===== config.mk =====
export PLATFORM = sky130hd
export DESIGN_NAME = window_reply_frame_parser_top
export DESIGN_NICKNAME = d
export VERILOG_FILES = /design/src/rtl/core/wrpf_pkg.sv /design/src/rtl/core/wrpf_mem.sv /design/src/rtl/core/wrpf_atoi.sv /design/src/rtl/core/wrpf_seq.sv /design/src/rtl/core/window_reply_frame_parser_top.sv
export SDC_FILE = /design/constraint.sdc
export NUM_CORES = 1
export LEC_CHECK = 0
export BUFFER_PORTS_ARGS = -buffer_cell sky130_fd_sc_hd__clkbuf_2
export CAP_MARGIN = 20
export CORE_MARGIN = 4
export CORE_UTILIZATION = 45
export CTS_BUF_LIST = sky130_fd_sc_hd__clkbuf_4 sky130_fd_sc_hd__clkbuf_8 sky130_fd_sc_hd__clkbuf_16
export CTS_CLUSTER_SIZE = 20
export DETAILED_ROUTE_END_ITERATION = 12
export SLEW_MARGIN = 20
export SYNTH_ARGS = -nofsm -noshare
export SYNTH_HDL_FRONTEND = slang
export SYNTH_SLANG_ARGS = --single-unit

===== constraint.sdc =====
create_clock -name clk -period 5.1 [get_ports clk]
set_input_delay 0.255 -clock clk [delete_from_list [all_inputs] [get_ports clk]]
set_output_delay 0.255 -clock clk [all_outputs]
set_load 0.01 [all_outputs]

===== src/rtl/core/wrpf_pkg.sv =====
// ----------------------------------------------------------------------------
// wrpf_pkg
// Shared types, protocol constants and lookup functions for the window reply
// frame parser.
// ----------------------------------------------------------------------------
package wrpf_pkg;

  // Default frame store depth in bytes.
  localparam int MaxFrameDefault = 32;

  // Frame layout.
  localparam int MinLen       = 6;   // shortest frame that is checked at all
  localparam int HdrLen       = 6;   // STX, address, three window chars, command
  localparam int ReadOverhead = 9;   // header plus ETX-style tail on a read reply
  localparam int TailLen      = 3;   // bytes after the payload
  localparam int WinDigits    = 3;   // window number characters
  localparam int AlnumLen     = 10;  // field length of the alphanumeric type
  localparam int MaxPay       = 23;  // payload transactions per frame at most
  localparam int CntW         = 5;   // width of the payload counter

  // Protocol characters.
  localparam logic [7:0] CH_STX    = 8'h02;
  localparam logic [7:0] ADDR_LO   = 8'h80;
  localparam logic [7:0] ADDR_HI   = 8'h9F;
  localparam logic [7:0] ACK_0     = 8'h06;
  localparam logic [7:0] ACK_1     = 8'h03;
  localparam logic [7:0] ACK_2     = 8'h38;
  localparam logic [7:0] ACK_3     = 8'h35;
  localparam logic [7:0] CMD_READ  = 8'h30;
  localparam logic [7:0] PAD_NUM   = 8'h30;
  localparam logic [7:0] PAD_ALNUM = 8'h20;
  localparam logic [7:0] CH_SPACE  = 8'h20;
  localparam logic [7:0] CH_TAB    = 8'h09;
  localparam logic [7:0] CH_CR     = 8'h0D;
  localparam logic [7:0] CH_PLUS   = 8'h2B;
  localparam logic [7:0] CH_MINUS  = 8'h2D;
  localparam logic [7:0] CH_ZERO   = 8'h30;
  localparam logic [7:0] CH_NINE   = 8'h39;
  localparam logic [7:0] CH_UPPER_A = 8'h41;

  // Status codes reported on the first transaction of a frame.
  typedef enum logic [3:0] {
    ST_OK         = 4'd0,
    ST_SHORT      = 4'd1,
    ST_STX        = 4'd2,
    ST_ADDR       = 4'd3,
    ST_ACK        = 4'd4,
    ST_INCOMPLETE = 4'd5,
    ST_NONDATA    = 4'd6,
    ST_CRC        = 4'd7,
    ST_OVERFLOW   = 4'd8
  } wrpf_status_t;

  // Window number decoder phase.
  typedef enum logic [1:0] {
    WM_BLANK,
    WM_DIGIT,
    WM_DONE
  } wrpf_wmode_t;

  // Running state of the window number decoder.
  typedef struct packed {
    wrpf_wmode_t mode;
    logic        neg;
    logic [9:0]  val;
  } wrpf_win_t;

  // Frame summary collected while bytes arrive.
  typedef struct packed {
    logic [5:0][7:0] hdr;
    logic [7:0]      tail1;      // last stored byte
    logic [7:0]      tail2;      // the byte before it
    logic [7:0]      xor_sum;    // XOR of all stored bytes but the first
    logic            overflowed;
  } wrpf_frame_t;

  // Sequencer states.
  typedef enum logic [3:0] {
    S_RX,
    S_HDR,
    S_WIN,
    S_LEN,
    S_CHK,
    S_SCAN,
    S_SCANW,
    S_CNT,
    S_EMIT,
    S_PAYR,
    S_PAYO
  } wrpf_state_t;

  // Field length of a window number: 0 none, 1 logic, 6 numeric, 10 text.
  function automatic logic [3:0] wrpf_field_len(input logic [9:0] w);
    logic [3:0] len;
    case (w)
      10'd11, 10'd12, 10'd13, 10'd14, 10'd504: len = 4'd1;
      10'd108, 10'd205, 10'd206, 10'd503, 10'd505, 10'd600, 10'd610,
      10'd612, 10'd613, 10'd614, 10'd620, 10'd622, 10'd623, 10'd624,
      10'd630, 10'd632, 10'd633, 10'd634, 10'd640, 10'd642, 10'd643,
      10'd644, 10'd800, 10'd801, 10'd802, 10'd808, 10'd809, 10'd810,
      10'd812, 10'd820, 10'd822, 10'd830, 10'd832, 10'd840, 10'd842:
        len = 4'd6;
      10'd601, 10'd602, 10'd603, 10'd615, 10'd625, 10'd635, 10'd645,
      10'd803, 10'd804, 10'd811, 10'd821, 10'd831, 10'd841:
        len = 4'd10;
      default: len = 4'd0;
    endcase
    return len;
  endfunction

  // Uppercase ASCII hex character of a nibble.
  function automatic logic [7:0] wrpf_hex_char(input logic [3:0] nib);
    logic [7:0] c;
    if (nib < 4'd10) begin
      c = CH_ZERO + {4'd0, nib};
    end else begin
      c = CH_UPPER_A + {4'd0, nib} - 8'd10;
    end
    return c;
  endfunction

endpackage


===== src/rtl/core/wrpf_mem.sv =====
// ----------------------------------------------------------------------------
// wrpf_mem
// Frame byte store: one write port, one read port with registered read data.
// ----------------------------------------------------------------------------
module wrpf_mem #(
  parameter int Depth = 32,
  parameter int AW    = $clog2(Depth)
) (
  input  logic          clk,
  input  logic          wr_en,
  input  logic [AW-1:0] wr_addr,
  input  logic [7:0]    wr_data,
  input  logic          rd_en,
  input  logic [AW-1:0] rd_addr,
  output logic [7:0]    rd_data
);

  logic [7:0] mem_r [Depth];
  logic [7:0] rd_data_r;

  // Write port.
  always_ff @(posedge clk) begin
    if (wr_en) begin
      mem_r[wr_addr] <= wr_data;
    end
  end

  // Read port; data holds until the next read.
  always_ff @(posedge clk) begin
    if (rd_en) begin
      rd_data_r <= mem_r[rd_addr];
    end
  end

  assign rd_data = rd_data_r;

endmodule


===== src/rtl/core/wrpf_atoi.sv =====
// ----------------------------------------------------------------------------
// wrpf_atoi
// One step of the window number decoder: consumes one character and advances
// the blank, sign and digit scan.
// ----------------------------------------------------------------------------
module wrpf_atoi
  import wrpf_pkg::*;
(
  input  wrpf_win_t  cur,
  input  logic [7:0] ch,
  output wrpf_win_t  nxt
);

  logic is_blank;
  logic is_digit;
  logic is_sign;

  // Character classes.
  assign is_blank = (ch == CH_SPACE) || ((ch >= CH_TAB) && (ch <= CH_CR));
  assign is_digit = (ch >= CH_ZERO) && (ch <= CH_NINE);
  assign is_sign  = (ch == CH_PLUS) || (ch == CH_MINUS);

  // Scan step.
  always_comb begin
    nxt = cur;
    case (cur.mode)
      WM_BLANK: begin
        if (is_blank) begin
          nxt.mode = WM_BLANK;
        end else if (is_sign) begin
          nxt.mode = WM_DIGIT;
          nxt.neg  = (ch == CH_MINUS);
        end else if (is_digit) begin
          nxt.mode = WM_DIGIT;
          nxt.val  = {6'd0, ch[3:0]};
        end else begin
          nxt.mode = WM_DONE;
        end
      end
      WM_DIGIT: begin
        if (is_digit) begin
          nxt.val = cur.val * 10'd10 + {6'd0, ch[3:0]};
        end else begin
          nxt.mode = WM_DONE;
        end
      end
      default: nxt = cur;
    endcase
  end

endmodule


===== src/rtl/core/wrpf_seq.sv =====
// ----------------------------------------------------------------------------
// wrpf_seq
// End-of-frame sequencer: runs the checks one step at a time, scans the pad
// bytes and the payload out of the frame store, and drives the result
// register.
// ----------------------------------------------------------------------------
module wrpf_seq
  import wrpf_pkg::*;
#(
  parameter int MAX_FRAME = MaxFrameDefault,
  parameter int AW        = $clog2(MAX_FRAME),
  parameter int CW        = $clog2(MAX_FRAME + 1)
) (
  input  logic          clk,
  input  logic          rst_n,
  input  logic          frame_done,
  input  logic [CW-1:0] byte_count,
  input  wrpf_frame_t   frame,
  output logic          rx_busy,
  output logic          frame_clear,
  output logic          rd_en,
  output logic [AW-1:0] rd_addr,
  input  logic [7:0]    rd_data,
  output logic          out_valid,
  input  logic          out_stall,
  output logic [3:0]    out_status,
  output logic [9:0]    out_window_number,
  output logic [7:0]    out_command_byte,
  output logic [3:0]    out_field_length,
  output logic [7:0]    out_payload_byte,
  output logic          out_is_payload,
  output logic          out_last
);

  localparam int NW = CW + 1;

  wrpf_state_t  state_r, state_nxt;
  wrpf_status_t status_r, status_nxt;
  logic [9:0]   win_r, win_nxt;
  logic [7:0]   cmd_r, cmd_nxt;
  logic [3:0]   len_r, len_nxt;
  wrpf_win_t    wst_r, wst_nxt;
  logic [1:0]   wpos_r, wpos_nxt;
  logic [CW-1:0] idx_r, idx_nxt;
  logic [CW-1:0] start_r, start_nxt;
  logic [CntW-1:0] cnt_r, cnt_nxt;
  logic [CntW-1:0] k_r, k_nxt;
  logic [AW-1:0] pay_addr_r, pay_addr_nxt;

  logic         out_valid_r, out_valid_nxt;
  wrpf_status_t out_status_r, out_status_nxt;
  logic [9:0]   out_win_r, out_win_nxt;
  logic [7:0]   out_cmd_r, out_cmd_nxt;
  logic [3:0]   out_len_r, out_len_nxt;
  logic [7:0]   out_pay_r, out_pay_nxt;
  logic         out_isp_r, out_isp_nxt;
  logic         out_last_r, out_last_nxt;

  wrpf_win_t    wst_step;
  logic [7:0]   win_byte;
  logic         hdr_early;
  wrpf_status_t hdr_status;
  logic [7:0]   xor_x;
  logic         crc_ok;
  logic [NW-1:0] n_ext;
  logic         short_read;
  logic         scan_more;
  logic         pad_stop;
  logic [NW-1:0] tail_need;
  logic [NW-1:0] tail_diff;
  logic [CntW-1:0] cnt_calc;
  logic [9:0]   win_dec;
  logic         out_free;
  logic         pay_last;
  logic         load_status;
  logic         load_pay;

  // Window number decoder, stepped over the three window characters.
  assign win_byte = frame.hdr[3'(wpos_r) + 3'd2];

  wrpf_atoi u_atoi (
    .cur (wst_r),
    .ch  (win_byte),
    .nxt (wst_step)
  );

  assign win_dec = wst_r.neg ? 10'd0 : wst_r.val;

  // Early header checks, in priority order.
  always_comb begin
    hdr_early  = 1'b1;
    hdr_status = ST_OK;
    if (frame.overflowed) begin
      hdr_status = ST_OVERFLOW;
    end else if (byte_count < CW'(MinLen)) begin
      hdr_status = ST_SHORT;
    end else if (frame.hdr[0] != CH_STX) begin
      hdr_status = ST_STX;
    end else if ((frame.hdr[1] < ADDR_LO) || (frame.hdr[1] > ADDR_HI)) begin
      hdr_status = ST_ADDR;
    end else if ((byte_count == CW'(MinLen)) && (frame.hdr[2] == ACK_0) &&
                 (frame.hdr[3] == ACK_1) && (frame.hdr[4] == ACK_2) &&
                 (frame.hdr[5] == ACK_3)) begin
      hdr_status = ST_ACK;
    end else begin
      hdr_early = 1'b0;
    end
  end

  // Checksum and length checks.
  assign xor_x  = frame.xor_sum ^ frame.tail1 ^ frame.tail2;
  assign crc_ok = (frame.tail2 == wrpf_hex_char(xor_x[7:4])) &&
                  (frame.tail1 == wrpf_hex_char(xor_x[3:0]));
  assign n_ext  = {1'b0, byte_count};
  assign short_read = (cmd_r == CMD_READ) &&
                      (n_ext < NW'(ReadOverhead) + NW'(len_r));

  // Pad scan: bounded by the field length and by the frame end.
  assign scan_more = ({1'b0, idx_r} < NW'(HdrLen) + NW'(len_r)) &&
                     (idx_r < byte_count);
  assign pad_stop  = (len_r < 4'(AlnumLen)) ? (rd_data > PAD_NUM) :
                                               (rd_data > PAD_ALNUM);

  // Payload count: frame end minus the tail, capped.
  assign tail_need = {1'b0, start_r} + NW'(TailLen);
  assign tail_diff = n_ext - tail_need;
  always_comb begin
    if (n_ext < tail_need) begin
      cnt_calc = '0;
    end else if (tail_diff > NW'(MaxPay)) begin
      cnt_calc = CntW'(MaxPay);
    end else begin
      cnt_calc = tail_diff[CntW-1:0];
    end
  end

  assign out_free = !out_valid_r || !out_stall;
  assign pay_last = ((k_r + CntW'(1)) == cnt_r);

  // Next state.
  always_comb begin
    state_nxt = state_r;
    case (state_r)
      S_RX:    if (frame_done) state_nxt = S_HDR;
      S_HDR:   state_nxt = hdr_early ? S_EMIT : S_WIN;
      S_WIN:   if (wpos_r == 2'(WinDigits - 1)) state_nxt = S_LEN;
      S_LEN:   state_nxt = S_CHK;
      S_CHK: begin
        if (short_read || (len_r == 4'd0) || !crc_ok) begin
          state_nxt = S_EMIT;
        end else begin
          state_nxt = S_SCAN;
        end
      end
      S_SCAN:  state_nxt = scan_more ? S_SCANW : S_CNT;
      S_SCANW: state_nxt = pad_stop ? S_CNT : S_SCAN;
      S_CNT:   state_nxt = S_EMIT;
      S_EMIT: begin
        if (out_free) state_nxt = (cnt_r == '0) ? S_RX : S_PAYR;
      end
      S_PAYR:  state_nxt = S_PAYO;
      S_PAYO: begin
        if (out_free) state_nxt = pay_last ? S_RX : S_PAYR;
      end
      default: state_nxt = S_RX;
    endcase
  end

  // State outputs.
  always_comb begin
    rx_busy     = (state_r != S_RX);
    rd_en       = 1'b0;
    rd_addr     = pay_addr_r;
    load_status = 1'b0;
    load_pay    = 1'b0;
    frame_clear = 1'b0;
    case (state_r)
      S_SCAN: begin
        rd_en   = scan_more;
        rd_addr = idx_r[AW-1:0];
      end
      S_PAYR: rd_en = 1'b1;
      S_EMIT: begin
        load_status = out_free;
        frame_clear = out_free && (cnt_r == '0);
      end
      S_PAYO: begin
        load_pay    = out_free;
        frame_clear = out_free && pay_last;
      end
      default: rd_en = 1'b0;
    endcase
  end

  // Working registers.
  always_comb begin
    status_nxt   = status_r;
    win_nxt      = win_r;
    cmd_nxt      = cmd_r;
    len_nxt      = len_r;
    wst_nxt      = wst_r;
    wpos_nxt     = wpos_r;
    idx_nxt      = idx_r;
    start_nxt    = start_r;
    cnt_nxt      = cnt_r;
    k_nxt        = k_r;
    pay_addr_nxt = pay_addr_r;
    case (state_r)
      S_HDR: begin
        cnt_nxt = '0;
        if (hdr_early) begin
          status_nxt = hdr_status;
          win_nxt    = '0;
          cmd_nxt    = '0;
          len_nxt    = '0;
        end else begin
          wst_nxt  = '{mode: WM_BLANK, neg: 1'b0, val: 10'd0};
          wpos_nxt = '0;
        end
      end
      S_WIN: begin
        wst_nxt  = wst_step;
        wpos_nxt = wpos_r + 2'd1;
      end
      S_LEN: begin
        win_nxt = win_dec;
        cmd_nxt = frame.hdr[5];
        len_nxt = wrpf_field_len(win_dec);
      end
      S_CHK: begin
        idx_nxt = CW'(HdrLen);
        if (short_read) begin
          status_nxt = ST_INCOMPLETE;
        end else if (len_r == 4'd0) begin
          status_nxt = ST_NONDATA;
        end else if (!crc_ok) begin
          status_nxt = ST_CRC;
        end else begin
          status_nxt = ST_OK;
        end
      end
      S_SCAN: begin
        if (!scan_more) start_nxt = idx_r;
      end
      S_SCANW: begin
        if (pad_stop) begin
          start_nxt = idx_r;
        end else begin
          idx_nxt = idx_r + CW'(1);
        end
      end
      S_CNT: begin
        cnt_nxt      = cnt_calc;
        k_nxt        = '0;
        pay_addr_nxt = start_r[AW-1:0];
      end
      S_PAYO: begin
        if (out_free) begin
          k_nxt        = k_r + CntW'(1);
          pay_addr_nxt = pay_addr_r + AW'(1);
        end
      end
      default: k_nxt = k_r;
    endcase
  end

  // Result register: loaded when empty or being taken.
  always_comb begin
    out_status_nxt = out_status_r;
    out_win_nxt    = out_win_r;
    out_cmd_nxt    = out_cmd_r;
    out_len_nxt    = out_len_r;
    out_pay_nxt    = out_pay_r;
    out_isp_nxt    = out_isp_r;
    out_last_nxt   = out_last_r;
    if (load_status || load_pay) begin
      out_valid_nxt = 1'b1;
    end else if (!out_stall) begin
      out_valid_nxt = 1'b0;
    end else begin
      out_valid_nxt = out_valid_r;
    end
    if (load_status) begin
      out_status_nxt = status_r;
      out_win_nxt    = win_r;
      out_cmd_nxt    = cmd_r;
      out_len_nxt    = len_r;
      out_pay_nxt    = 8'd0;
      out_isp_nxt    = 1'b0;
      out_last_nxt   = (cnt_r == '0);
    end else if (load_pay) begin
      out_status_nxt = ST_OK;
      out_win_nxt    = win_r;
      out_cmd_nxt    = cmd_r;
      out_len_nxt    = len_r;
      out_pay_nxt    = rd_data;
      out_isp_nxt    = 1'b1;
      out_last_nxt   = pay_last;
    end
  end

  // Control registers.
  always_ff @(posedge clk) begin
    if (!rst_n) begin
      state_r     <= S_RX;
      out_valid_r <= 1'b0;
    end else begin
      state_r     <= state_nxt;
      out_valid_r <= out_valid_nxt;
    end
  end

  // Data registers.
  always_ff @(posedge clk) begin
    status_r     <= status_nxt;
    win_r        <= win_nxt;
    cmd_r        <= cmd_nxt;
    len_r        <= len_nxt;
    wst_r        <= wst_nxt;
    wpos_r       <= wpos_nxt;
    idx_r        <= idx_nxt;
    start_r      <= start_nxt;
    cnt_r        <= cnt_nxt;
    k_r          <= k_nxt;
    pay_addr_r   <= pay_addr_nxt;
    out_status_r <= out_status_nxt;
    out_win_r    <= out_win_nxt;
    out_cmd_r    <= out_cmd_nxt;
    out_len_r    <= out_len_nxt;
    out_pay_r    <= out_pay_nxt;
    out_isp_r    <= out_isp_nxt;
    out_last_r   <= out_last_nxt;
  end

  assign out_valid         = out_valid_r;
  assign out_status        = out_status_r;
  assign out_window_number = out_win_r;
  assign out_command_byte  = out_cmd_r;
  assign out_field_length  = out_len_r;
  assign out_payload_byte  = out_pay_r;
  assign out_is_payload    = out_isp_r;
  assign out_last          = out_last_r;

endmodule


===== src/rtl/core/window_reply_frame_parser_top.sv =====
// ----------------------------------------------------------------------------
// window_reply_frame_parser_top
// Parses window protocol reply frames one byte at a time and reports a status
// transaction followed, on success, by the payload characters.
// ----------------------------------------------------------------------------
// Usage:
//   The input channel (in_valid, in_stall, in_rx_byte, in_frame_end) takes one
//   reply byte per transaction; in_frame_end marks the final byte. While bytes
//   arrive one transaction is taken every cycle. After the final byte the
//   block holds in_stall high while it checks the frame and emits results.
//   The result channel (out_valid, out_stall, out_*) gives one status
//   transaction per frame (out_is_payload low) and then up to 23 payload
//   transactions; out_last marks the final one of the frame.
//   After the final byte the header checks run first; on a failure the status is
//   emitted without the later checks. Else the window characters are decoded and
//   the length, type and checksum checked; on success the pad bytes are scanned
//   and the payload counted. Each payload byte is then read and loaded into the
//   result register once it is free. The sequencer reads the frame store one byte
//   per access through a registered port. A stalled receiver holds the result
//   register and the sequencer waits; the last result may sit in the register
//   while the next frame's bytes are already being taken.
//   Synchronous reset (rst_n low) empties the frame and the result register.
// ----------------------------------------------------------------------------
module window_reply_frame_parser_top
  import wrpf_pkg::*;
#(
  parameter int MAX_FRAME = MaxFrameDefault
) (
  input  logic       clk,
  input  logic       rst_n,
  input  logic       in_valid,
  output logic       in_stall,
  input  logic [7:0] in_rx_byte,
  input  logic       in_frame_end,
  output logic       out_valid,
  input  logic       out_stall,
  output logic [3:0] out_status,
  output logic [9:0] out_window_number,
  output logic [7:0] out_command_byte,
  output logic [3:0] out_field_length,
  output logic [7:0] out_payload_byte,
  output logic       out_is_payload,
  output logic       out_last
);

  localparam int AW = $clog2(MAX_FRAME);
  localparam int CW = $clog2(MAX_FRAME + 1);

  logic [CW-1:0]   count_r, count_nxt;
  logic [7:0]      xor_r, xor_nxt;
  logic            ovf_r, ovf_nxt;
  logic [5:0][7:0] hdr_r, hdr_nxt;
  logic [7:0]      tail1_r, tail1_nxt;
  logic [7:0]      tail2_r, tail2_nxt;

  logic            rx_busy;
  logic            frame_clear;
  logic            accept;
  logic            store;
  logic            frame_done;
  logic            rd_en;
  logic [AW-1:0]   rd_addr;
  logic [7:0]      rd_data;
  wrpf_frame_t     frame;

  // Input transaction handling.
  assign in_stall   = rx_busy;
  assign accept     = in_valid && !rx_busy;
  assign store      = accept && (count_r < CW'(MAX_FRAME));
  assign frame_done = accept && in_frame_end;

  // Frame summary: count, running XOR, header bytes and the last two bytes.
  always_comb begin
    count_nxt = count_r;
    xor_nxt   = xor_r;
    ovf_nxt   = ovf_r;
    hdr_nxt   = hdr_r;
    tail1_nxt = tail1_r;
    tail2_nxt = tail2_r;
    if (frame_clear) begin
      count_nxt = '0;
      xor_nxt   = '0;
      ovf_nxt   = 1'b0;
    end else if (store) begin
      count_nxt = count_r + CW'(1);
      if (count_r != '0) xor_nxt = xor_r ^ in_rx_byte;
      for (int j = 0; j < HdrLen; j++) begin
        if (count_r == CW'(j)) hdr_nxt[j] = in_rx_byte;
      end
      tail1_nxt = in_rx_byte;
      tail2_nxt = tail1_r;
    end else if (accept) begin
      ovf_nxt = 1'b1;
    end
  end

  // Control registers.
  always_ff @(posedge clk) begin
    if (!rst_n) begin
      count_r <= '0;
      xor_r   <= '0;
      ovf_r   <= 1'b0;
    end else begin
      count_r <= count_nxt;
      xor_r   <= xor_nxt;
      ovf_r   <= ovf_nxt;
    end
  end

  // Captured bytes.
  always_ff @(posedge clk) begin
    hdr_r   <= hdr_nxt;
    tail1_r <= tail1_nxt;
    tail2_r <= tail2_nxt;
  end

  assign frame = '{hdr: hdr_r, tail1: tail1_r, tail2: tail2_r,
                   xor_sum: xor_r, overflowed: ovf_r};

  // Frame store.
  wrpf_mem #(
    .Depth (MAX_FRAME),
    .AW    (AW)
  ) u_mem (
    .clk     (clk),
    .wr_en   (store),
    .wr_addr (count_r[AW-1:0]),
    .wr_data (in_rx_byte),
    .rd_en   (rd_en),
    .rd_addr (rd_addr),
    .rd_data (rd_data)
  );

  // Check and emit sequencer.
  wrpf_seq #(
    .MAX_FRAME (MAX_FRAME),
    .AW        (AW),
    .CW        (CW)
  ) u_seq (
    .clk               (clk),
    .rst_n             (rst_n),
    .frame_done        (frame_done),
    .byte_count        (count_r),
    .frame             (frame),
    .rx_busy           (rx_busy),
    .frame_clear       (frame_clear),
    .rd_en             (rd_en),
    .rd_addr           (rd_addr),
    .rd_data           (rd_data),
    .out_valid         (out_valid),
    .out_stall         (out_stall),
    .out_status        (out_status),
    .out_window_number (out_window_number),
    .out_command_byte  (out_command_byte),
    .out_field_length  (out_field_length),
    .out_payload_byte  (out_payload_byte),
    .out_is_payload    (out_is_payload),
    .out_last          (out_last)
  );

endmodule

==> impl_metrics.ini, run 1 <==
[logic_synthesis]
synthArstFlopShare_pct = 0
yosysTopAreaCellShare_pct = 62.96
synth_edf_count = 418
ys_seq_area_share_pct = 65.87
synth_compound_area_share_pct = 5.428
synth.avg_cell_area_um2 = 14.90
synth_fa_ha_area_share_pct = 3.313
ys.flop_type = edfxtp_1
synthesis.area_um2 = 19940
yosys_register_bits = 447
synth_cell_types = 77
synth_nets = 1402
ys_warn_count = 0
synth_top_area_cell = edfxtp_1
synthMuxAreaShare_pct = 8.961
synth_xor_area_share_pct = 3.797
synth_top_family_by_area = simple AND/OR/NAND/NOR gates
yosys.area_share.simple_pct = 10.64
synthCells = 1338
synth.area.top_cells = edfxtp_1 63%, mux4_2 8.0%, ha_1 3.0%

[die]
ioPinCount = 51
num_rows = 76
core_um2 = 43460
fp.dieW_um = 218.5
dieArea_um2 = 47740
initial_utilization_pct = 45.88
fp.dieH_um = 218.5

[clock_tree]
cts-root-buf = clkbuf_16
path_clk_slew_ns = 0.06
clk_latency_ns = 0.59
cts_buffers = 47
clockBufferDepth = 3
cts_resized = 0
htreeDepth = 2
cts_setup_buffers = 0
cts_hold_buffers = 3
tritoncts = built
numClockSinks = 447

[drt]
avgRoutedWirePerCell_um = 21.68
totalWireLength_mm = 43.95
vias = 11380
ant_nets = 0
drcViolationCount = 0
first_pass_iters = 5
drt_iter0_drc = 907
vias_per_cell = 5.612

[final_layout]
final_common_cell = edfxtp_1
final_cell_mix = 418 x edfxtp_1, 127 x nor2_1, 110 x nand2_1, 71 x mux4_2, 50 x clkbuf_2
nets = 1470
syn_to_final_growth_pct = 12.32
multiInputGateArea_um2 = 6446
postLayoutCoreUtil_pct = 51.53
layout-drive-gt1-share_pct = 15.95
num_antenna_cells = 0
ff_latch_area_um2 = 13130
fillers = 3649

[grt]
grt_pass1_vias = 11500
track_usage_pct = 18.66
overflow = 0
grt_pass1_wl_mm = 68.33
antenna_found_initial = 0
grt_max_degree = 65

[sta]
period_needed_ns = 3.821
maxSlewHeadroom_pct = 24.59
skew_ns = 0.02017
hold_violations = 0
slew_viol_final = 0
min_period_over_period_pct = 74.92
setup_tns_ns = 0
rsz0062_at_grt = false
setup-violations-final = 0
worst_pin_slew_ns = 1.131
fmax_mhz = 261.7

[critical_path]
rrSetupSlack_ns = 1.28
crit_fanout = 17
worstSetupPathType = reg -> reg
crit_end = u_mem.rd_data[6]$_DFFE_PP_
crit_path_start = u_seq.state_r[2]$_SDFFE_PN0P_
r2r_end = u_mem.rd_data[6]$_DFFE_PP_
r2r_start = u_seq.state_r[2]$_SDFFE_PN0P_
required_ns = 5.44
crit_arrival_ns = 4.16
cp-start-kind = register
cp-end-kind = register
reg2reg_depth = 8

[outcome]
status = finished, final reports clean

[pwr]
p_total_w = 0.01002
p_leak_nw = 7.677
p_per_area_nw_per_um2 = 447.5
ir_drop_mv = 0.3308

[place]
dp_hpwl_mm = 29.22
gp_congestion = 0.8691
port_buffers = 50

[flow_run]
drv_cap = 0

[min_path]
hp-class = in -> reg
[worst min-delay path by stage]
stage,startpoint,end,slack (ns),cells after the start
2_1_floorplan,in_rx_byte[0],frame[25]$_DFFE_PP_,0.35,0
3_3_place_gp,u_seq.win_r[6]$_SDFFCE_PN0P_,u_seq.out_window_number[6]$_DFFE_PP_,0.40,0
3_5_place_dp,u_seq.win_r[1]$_SDFFCE_PN0P_,u_seq.out_window_number[1]$_DFFE_PP_,0.40,0
4_1_cts,out_stall,u_seq.out_valid$_SDFFE_PN0P_,0.07,4
5_1_grt,out_stall,u_seq.out_valid$_SDFFE_PN0P_,0.12,4
6_report,out_stall,u_seq.out_valid$_SDFFE_PN0P_,0.10,4
[power breakdown]
| group | internal, W | switching, W | leakage, nW |
|---|---|---|---|
| logic | 0.000790 | 0.00112 | 2.87 |
| registers | 0.00444 | 0.000324 | 4.06 |
| clock network | 0.00194 | 0.00141 | 0.751 |
[area by class of cell]
class	instances	area share, %
clock buffers	55	5.520
flip-flops and latches	447	58.64
repair buffers	69	1.900
well taps	585	3.268
clock inverters	30	1.235
multi-input cells	802	28.78
inverters	39	0.6537
[stage by stage]
step	cell area [um^2]	std cells	worst slack (ns)	hold WS (ns)
6_report	22400	2027	1.279	0.1033
5_1_grt	22400	2027	0.9787	0.1212
2_1_floorplan	19940	1338	2.006	0.3539
3_5_place_dp	20850	1939	1.225	0.4045
3_3_place_gp	20850	1939	1.285	0.4043
4_1_cts	22400	2027	1.232	0.06851
[kinds of logic (layout without fill, tap and decap cells)]
logic type | after synthesis | in the layout
flip-flops | 447 | 447
AND/OR/NAND/NOR | 430 | 430
AO/OA/AOI/OAI | 164 | 164
multiplexers | 89 | 89
buffers and inverters | 89 | 193
XOR/XNOR | 68 | 68
adder cells (fa/ha/maj) | 51 | 51
[worst max-delay path, stage by stage, from the launching register on]
cell	delay (ns)
dfxtp_1	0.56
nand2b_1	0.28
nor2_4	0.44
mux2i_4	0.85
buf_12	0.28
mux4_2	0.51
nand2_1	0.15
a32oi_1	0.24
and3_1	0.24
[state kept, by name, indices dropped and copies added, names as in the netlist, 8 cells and up]
register,flops
u_seq.wst_r,13
xor_r,8
u_seq.out_command_byte,8
u_mem.rd_data,8
u_seq.out_payload_byte,8
tail1_r,8
frame,43
u_seq.out_window_number,10
u_mem.mem_r,256
tail2_r,8
u_seq.win_r,10
u_seq.cmd_r,8
[cell usage after synthesis, types with 11 or more instances]
cell      instances
edfxtp_1        418
nor2_1          127
nand2_1         110
mux4_2           71
ha_1             48
a21oi_1          44
nand3_1          42
inv_1            37
xnor2_1          33
clkbuf_1         30
o21ai_0          30
dfxtp_1          29
xor2_1           24
and2_1           20
nor3_1           19
nor2b_1          17
mux2i_1          14
nand2b_1         14
nor3b_1          14
and3_1           13
nor4_1           12
buf_2            11
[metal layers]
layer	vias to the layer above	GRT usage [%]	routed length, um
met4	0	5.309	954
met1	5695	26.12	19680
met5	-	0	0
met2	334	30.07	20630
li1	5290	-	-
met3	57	3.657	2684
No activity file was read; power rests on OpenSTA's default activity.
==> run 2, diff against run 1 <==
Settings changed: ABC_AREA set to 1.
Clock period 5.1 ns to 3.8 ns, I/O delays scaled along.
==> impl_metrics.ini, run 2 <==
[drt]
route.met2.wl_mm = 23.51
wl_met3_mm = 2.945
ant_nets = 0
totalWireLength_mm = 50.55
first_pass_iters = 6
vias = 14100
drt_iter0_drc = 1293
vias_per_cell = 5.490
avgRoutedWirePerCell_um = 19.68
drcViolationCount = 0
wl_met1_mm = 22.24
highest_layer = met4

[pwr]
p_total_w = 0.01107
p_leak_nw = 8.443
ir_drop_mv = 0.4292
p_per_area_nw_per_um2 = 481.9

[sta]
worst_pin_slew_ns = 1.078
rsz0062_at_grt = false
skew_ns = 0.02154
hold_violations = 0
setup_slack_ns = 0.5908
maxSlewHeadroom_pct = 28.11
period_needed_ns = 3.209
slew_viol_final = 0
setup_tns_ns = 0
min_period_over_period_pct = 84.45
fmax_mhz = 311.6
setup-violations-final = 0

[logic_synthesis]
synthArstFlopShare_pct = 0
synth_fa_ha_area_share_pct = 3.264
synth_compound_area_share_pct = 10.68
yosys.area_share.simple_pct = 15.08
synth_nets = 1919
synthCells = 1855
yosysTopAreaCellShare_pct = 62.02
synth.most_common_cell = edfxtp_1
yosys_register_bits = 447
ys_warn_count = 0
synth.avg_cell_area_um2 = 10.91
synth.area.top_cells = edfxtp_1 62%, nor2_1 5.8%, nand2_1 4.5%
synth_xor_area_share_pct = 1.298
ys_seq_area_share_pct = 64.89
synth_cell_types = 47
synthesis.area_um2 = 20240
synth_edf_count = 418
synth_top_family_by_area = simple AND/OR/NAND/NOR gates
ys.flop_type = edfxtp_1
synthMuxAreaShare_pct = 0
synth_common_cells = 418 x edfxtp_1, 314 x nor2_1, 240 x nand2_1
synth_top_area_cell = edfxtp_1

[place]
port_buffers = 50
dp.cells = 2479
dp_hpwl_mm = 33.05
dp_slack_ns = 0.6585
gp_congestion = 0.8868

[final_layout]
num_antenna_cells = 0
largest_register_ffs = 256
fin_cells = 2568
final_common_cell = edfxtp_1
final_cell_mix = 418 x edfxtp_1, 314 x nor2_1, 239 x nand2_1, 174 x o21ai_0, 160 x inv_1
syn_to_final_growth_pct = 13.47
top_register = u_mem.mem_r
nets = 2002
postLayoutCoreUtil_pct = 51.82
fillers = 3885
layout-drive-gt1-share_pct = 10.22

[critical_path]
cp-end-kind = register
crit_arrival_ns = 3.65
worstSetupPathType = reg -> reg
rrSetupSlack_ns = 0.59
r2r_end = u_seq.wst_r[9]$_SDFFCE_PN0P_
required_ns = 4.24
crit_fanout = 17
r2r_start = u_seq.wpos_r[0]$_SDFFCE_PN0P_
cp-start-kind = register
reg2reg_depth = 11

[min_path]
hp-class = in -> reg
hp-start = in_valid
whs_endpoint = ovf_r$_SDFFE_PP0P_
holdPathStages = 5

[flow_run]
drv_cap = 0

[grt]
grt_pass1_vias = 13420
grt_pass1_wl_mm = 77.45
grt_max_degree = 129
overflow = 0
antenna_found_initial = 0
track_usage_pct = 20.80

[outcome]
status = finished, final reports clean

[die]
fp.dieH_um = 220.1
initial_utilization_pct = 45.67
ioPinCount = 51
num_rows = 77
core_um2 = 44320
fp.dieW_um = 220.1
dieArea_um2 = 48430

[clock_tree]
clk_latency_ns = 0.60
cts_buffers = 47
cts-root-buf = clkbuf_16
cts_setup_buffers = 0
tritoncts = built
htreeDepth = 2
path_clk_slew_ns = 0.06
numClockSinks = 447
clockBufferDepth = 3
run 2: changes by cell type in the layout (fill, tap and decap cells not counted), sizes merged, moves of 22 or more:
cell,before,now
nor2,129,317
o21ai,34,193
nand2,110,244
inv,39,164
mux4,71,0
nand3,42,97
o221ai,1,46
buf,16,46
xnor2,33,11
run 2: power breakdown:
| part | switching (W) | total, W | internal (W) |
|---|---|---|---|
| registers | 0.0000699 | 0.00558 | 0.00551 |
| clock network | 0.00191 | 0.00489 | 0.00299 |
| logic | 0.000419 | 0.000596 | 0.000177 |
| total | 0.00239 | 0.0111 | 0.00867 |
run 2: worst max-delay path by stage:
stage | start | endpoint | slack, ns | cells after the start
after floorplan | u_seq.wpos_r[1]$_SDFFCE_PN0P_ | u_seq.wst_r[9]$_SDFFCE_PN0P_ | 1.21 | 11
after global placement | u_seq.wpos_r[0]$_SDFFCE_PN0P_ | u_seq.wst_r[9]$_SDFFCE_PN0P_ | 0.66 | 11
after detailed placement | u_seq.wpos_r[0]$_SDFFCE_PN0P_ | u_seq.wst_r[9]$_SDFFCE_PN0P_ | 0.66 | 11
after CTS | u_seq.wpos_r[0]$_SDFFCE_PN0P_ | u_seq.wst_r[9]$_SDFFCE_PN0P_ | 0.65 | 11
after global routing | u_seq.wpos_r[0]$_SDFFCE_PN0P_ | u_seq.wst_r[9]$_SDFFCE_PN0P_ | 0.31 | 11
final | u_seq.wpos_r[0]$_SDFFCE_PN0P_ | u_seq.wst_r[9]$_SDFFCE_PN0P_ | 0.59 | 11
run 2: through the flow:
| step | hold slack [ns] | instance area (um^2) |
|---|---|---|
| final | 0.05197 | 22960 |
| after CTS | 0.01740 | 22960 |
| after global routing | 0.05671 | 22960 |
| after detailed placement | 0.4081 | 21270 |
| after floorplan | 0.2889 | 20240 |
| after global placement | 0.4051 | 21270 |
run 2: layout make-up:
type / count / area (um^2) / share of cell area (%)
Multi-Input combinational cell: 1176 / 6143 / 26.75
Timing Repair Buffer: 98 / 640.6 / 2.790
Clock buffer: 60 / 1304 / 5.677
Tap cell: 592 / 740.7 / 3.225
Inverter: 168 / 633.1 / 2.757
Clock inverter: 27 / 370.4 / 1.613
Sequential cell: 447 / 13130 / 57.19
run 2: logic make-up (layout without fill, tap and decap cells):
logic type               after synthesis  after routing
AO/OA/AOI/OAI                        365            365
XOR/XNOR                              30             30
adder cells (fa/ha/maj)               51             51
buffers and inverters                232            353
flip-flops                           447            447
AND/OR/NAND/NOR                      730            730
run 2: repair_timing:
action / CTS / global route
gates resized for setup: 0 / 0
hold buffers: 2 / 0
hold endpoints to repair: 5 / 0
run 2: critical path, stage by stage (launching register included):
cell and delay (ns):
edfxtp_1 0.62, inv_2 0.29, nand2_1 0.08, a32oi_1 0.36
ha_1 0.26, inv_1 0.06, fa_1 0.38, o21ai_0 0.23
nand2_1 0.13, nor4_1 0.36, o21ai_0 0.15, a21oi_1 0.15
run 2: layer usage:
metal	vias to the layer above	global-route usage, %
met5	-	0
met4	0	7.766
met3	109	2.951
met2	460	33.59
met1	6773	28.80
li1	6756	-
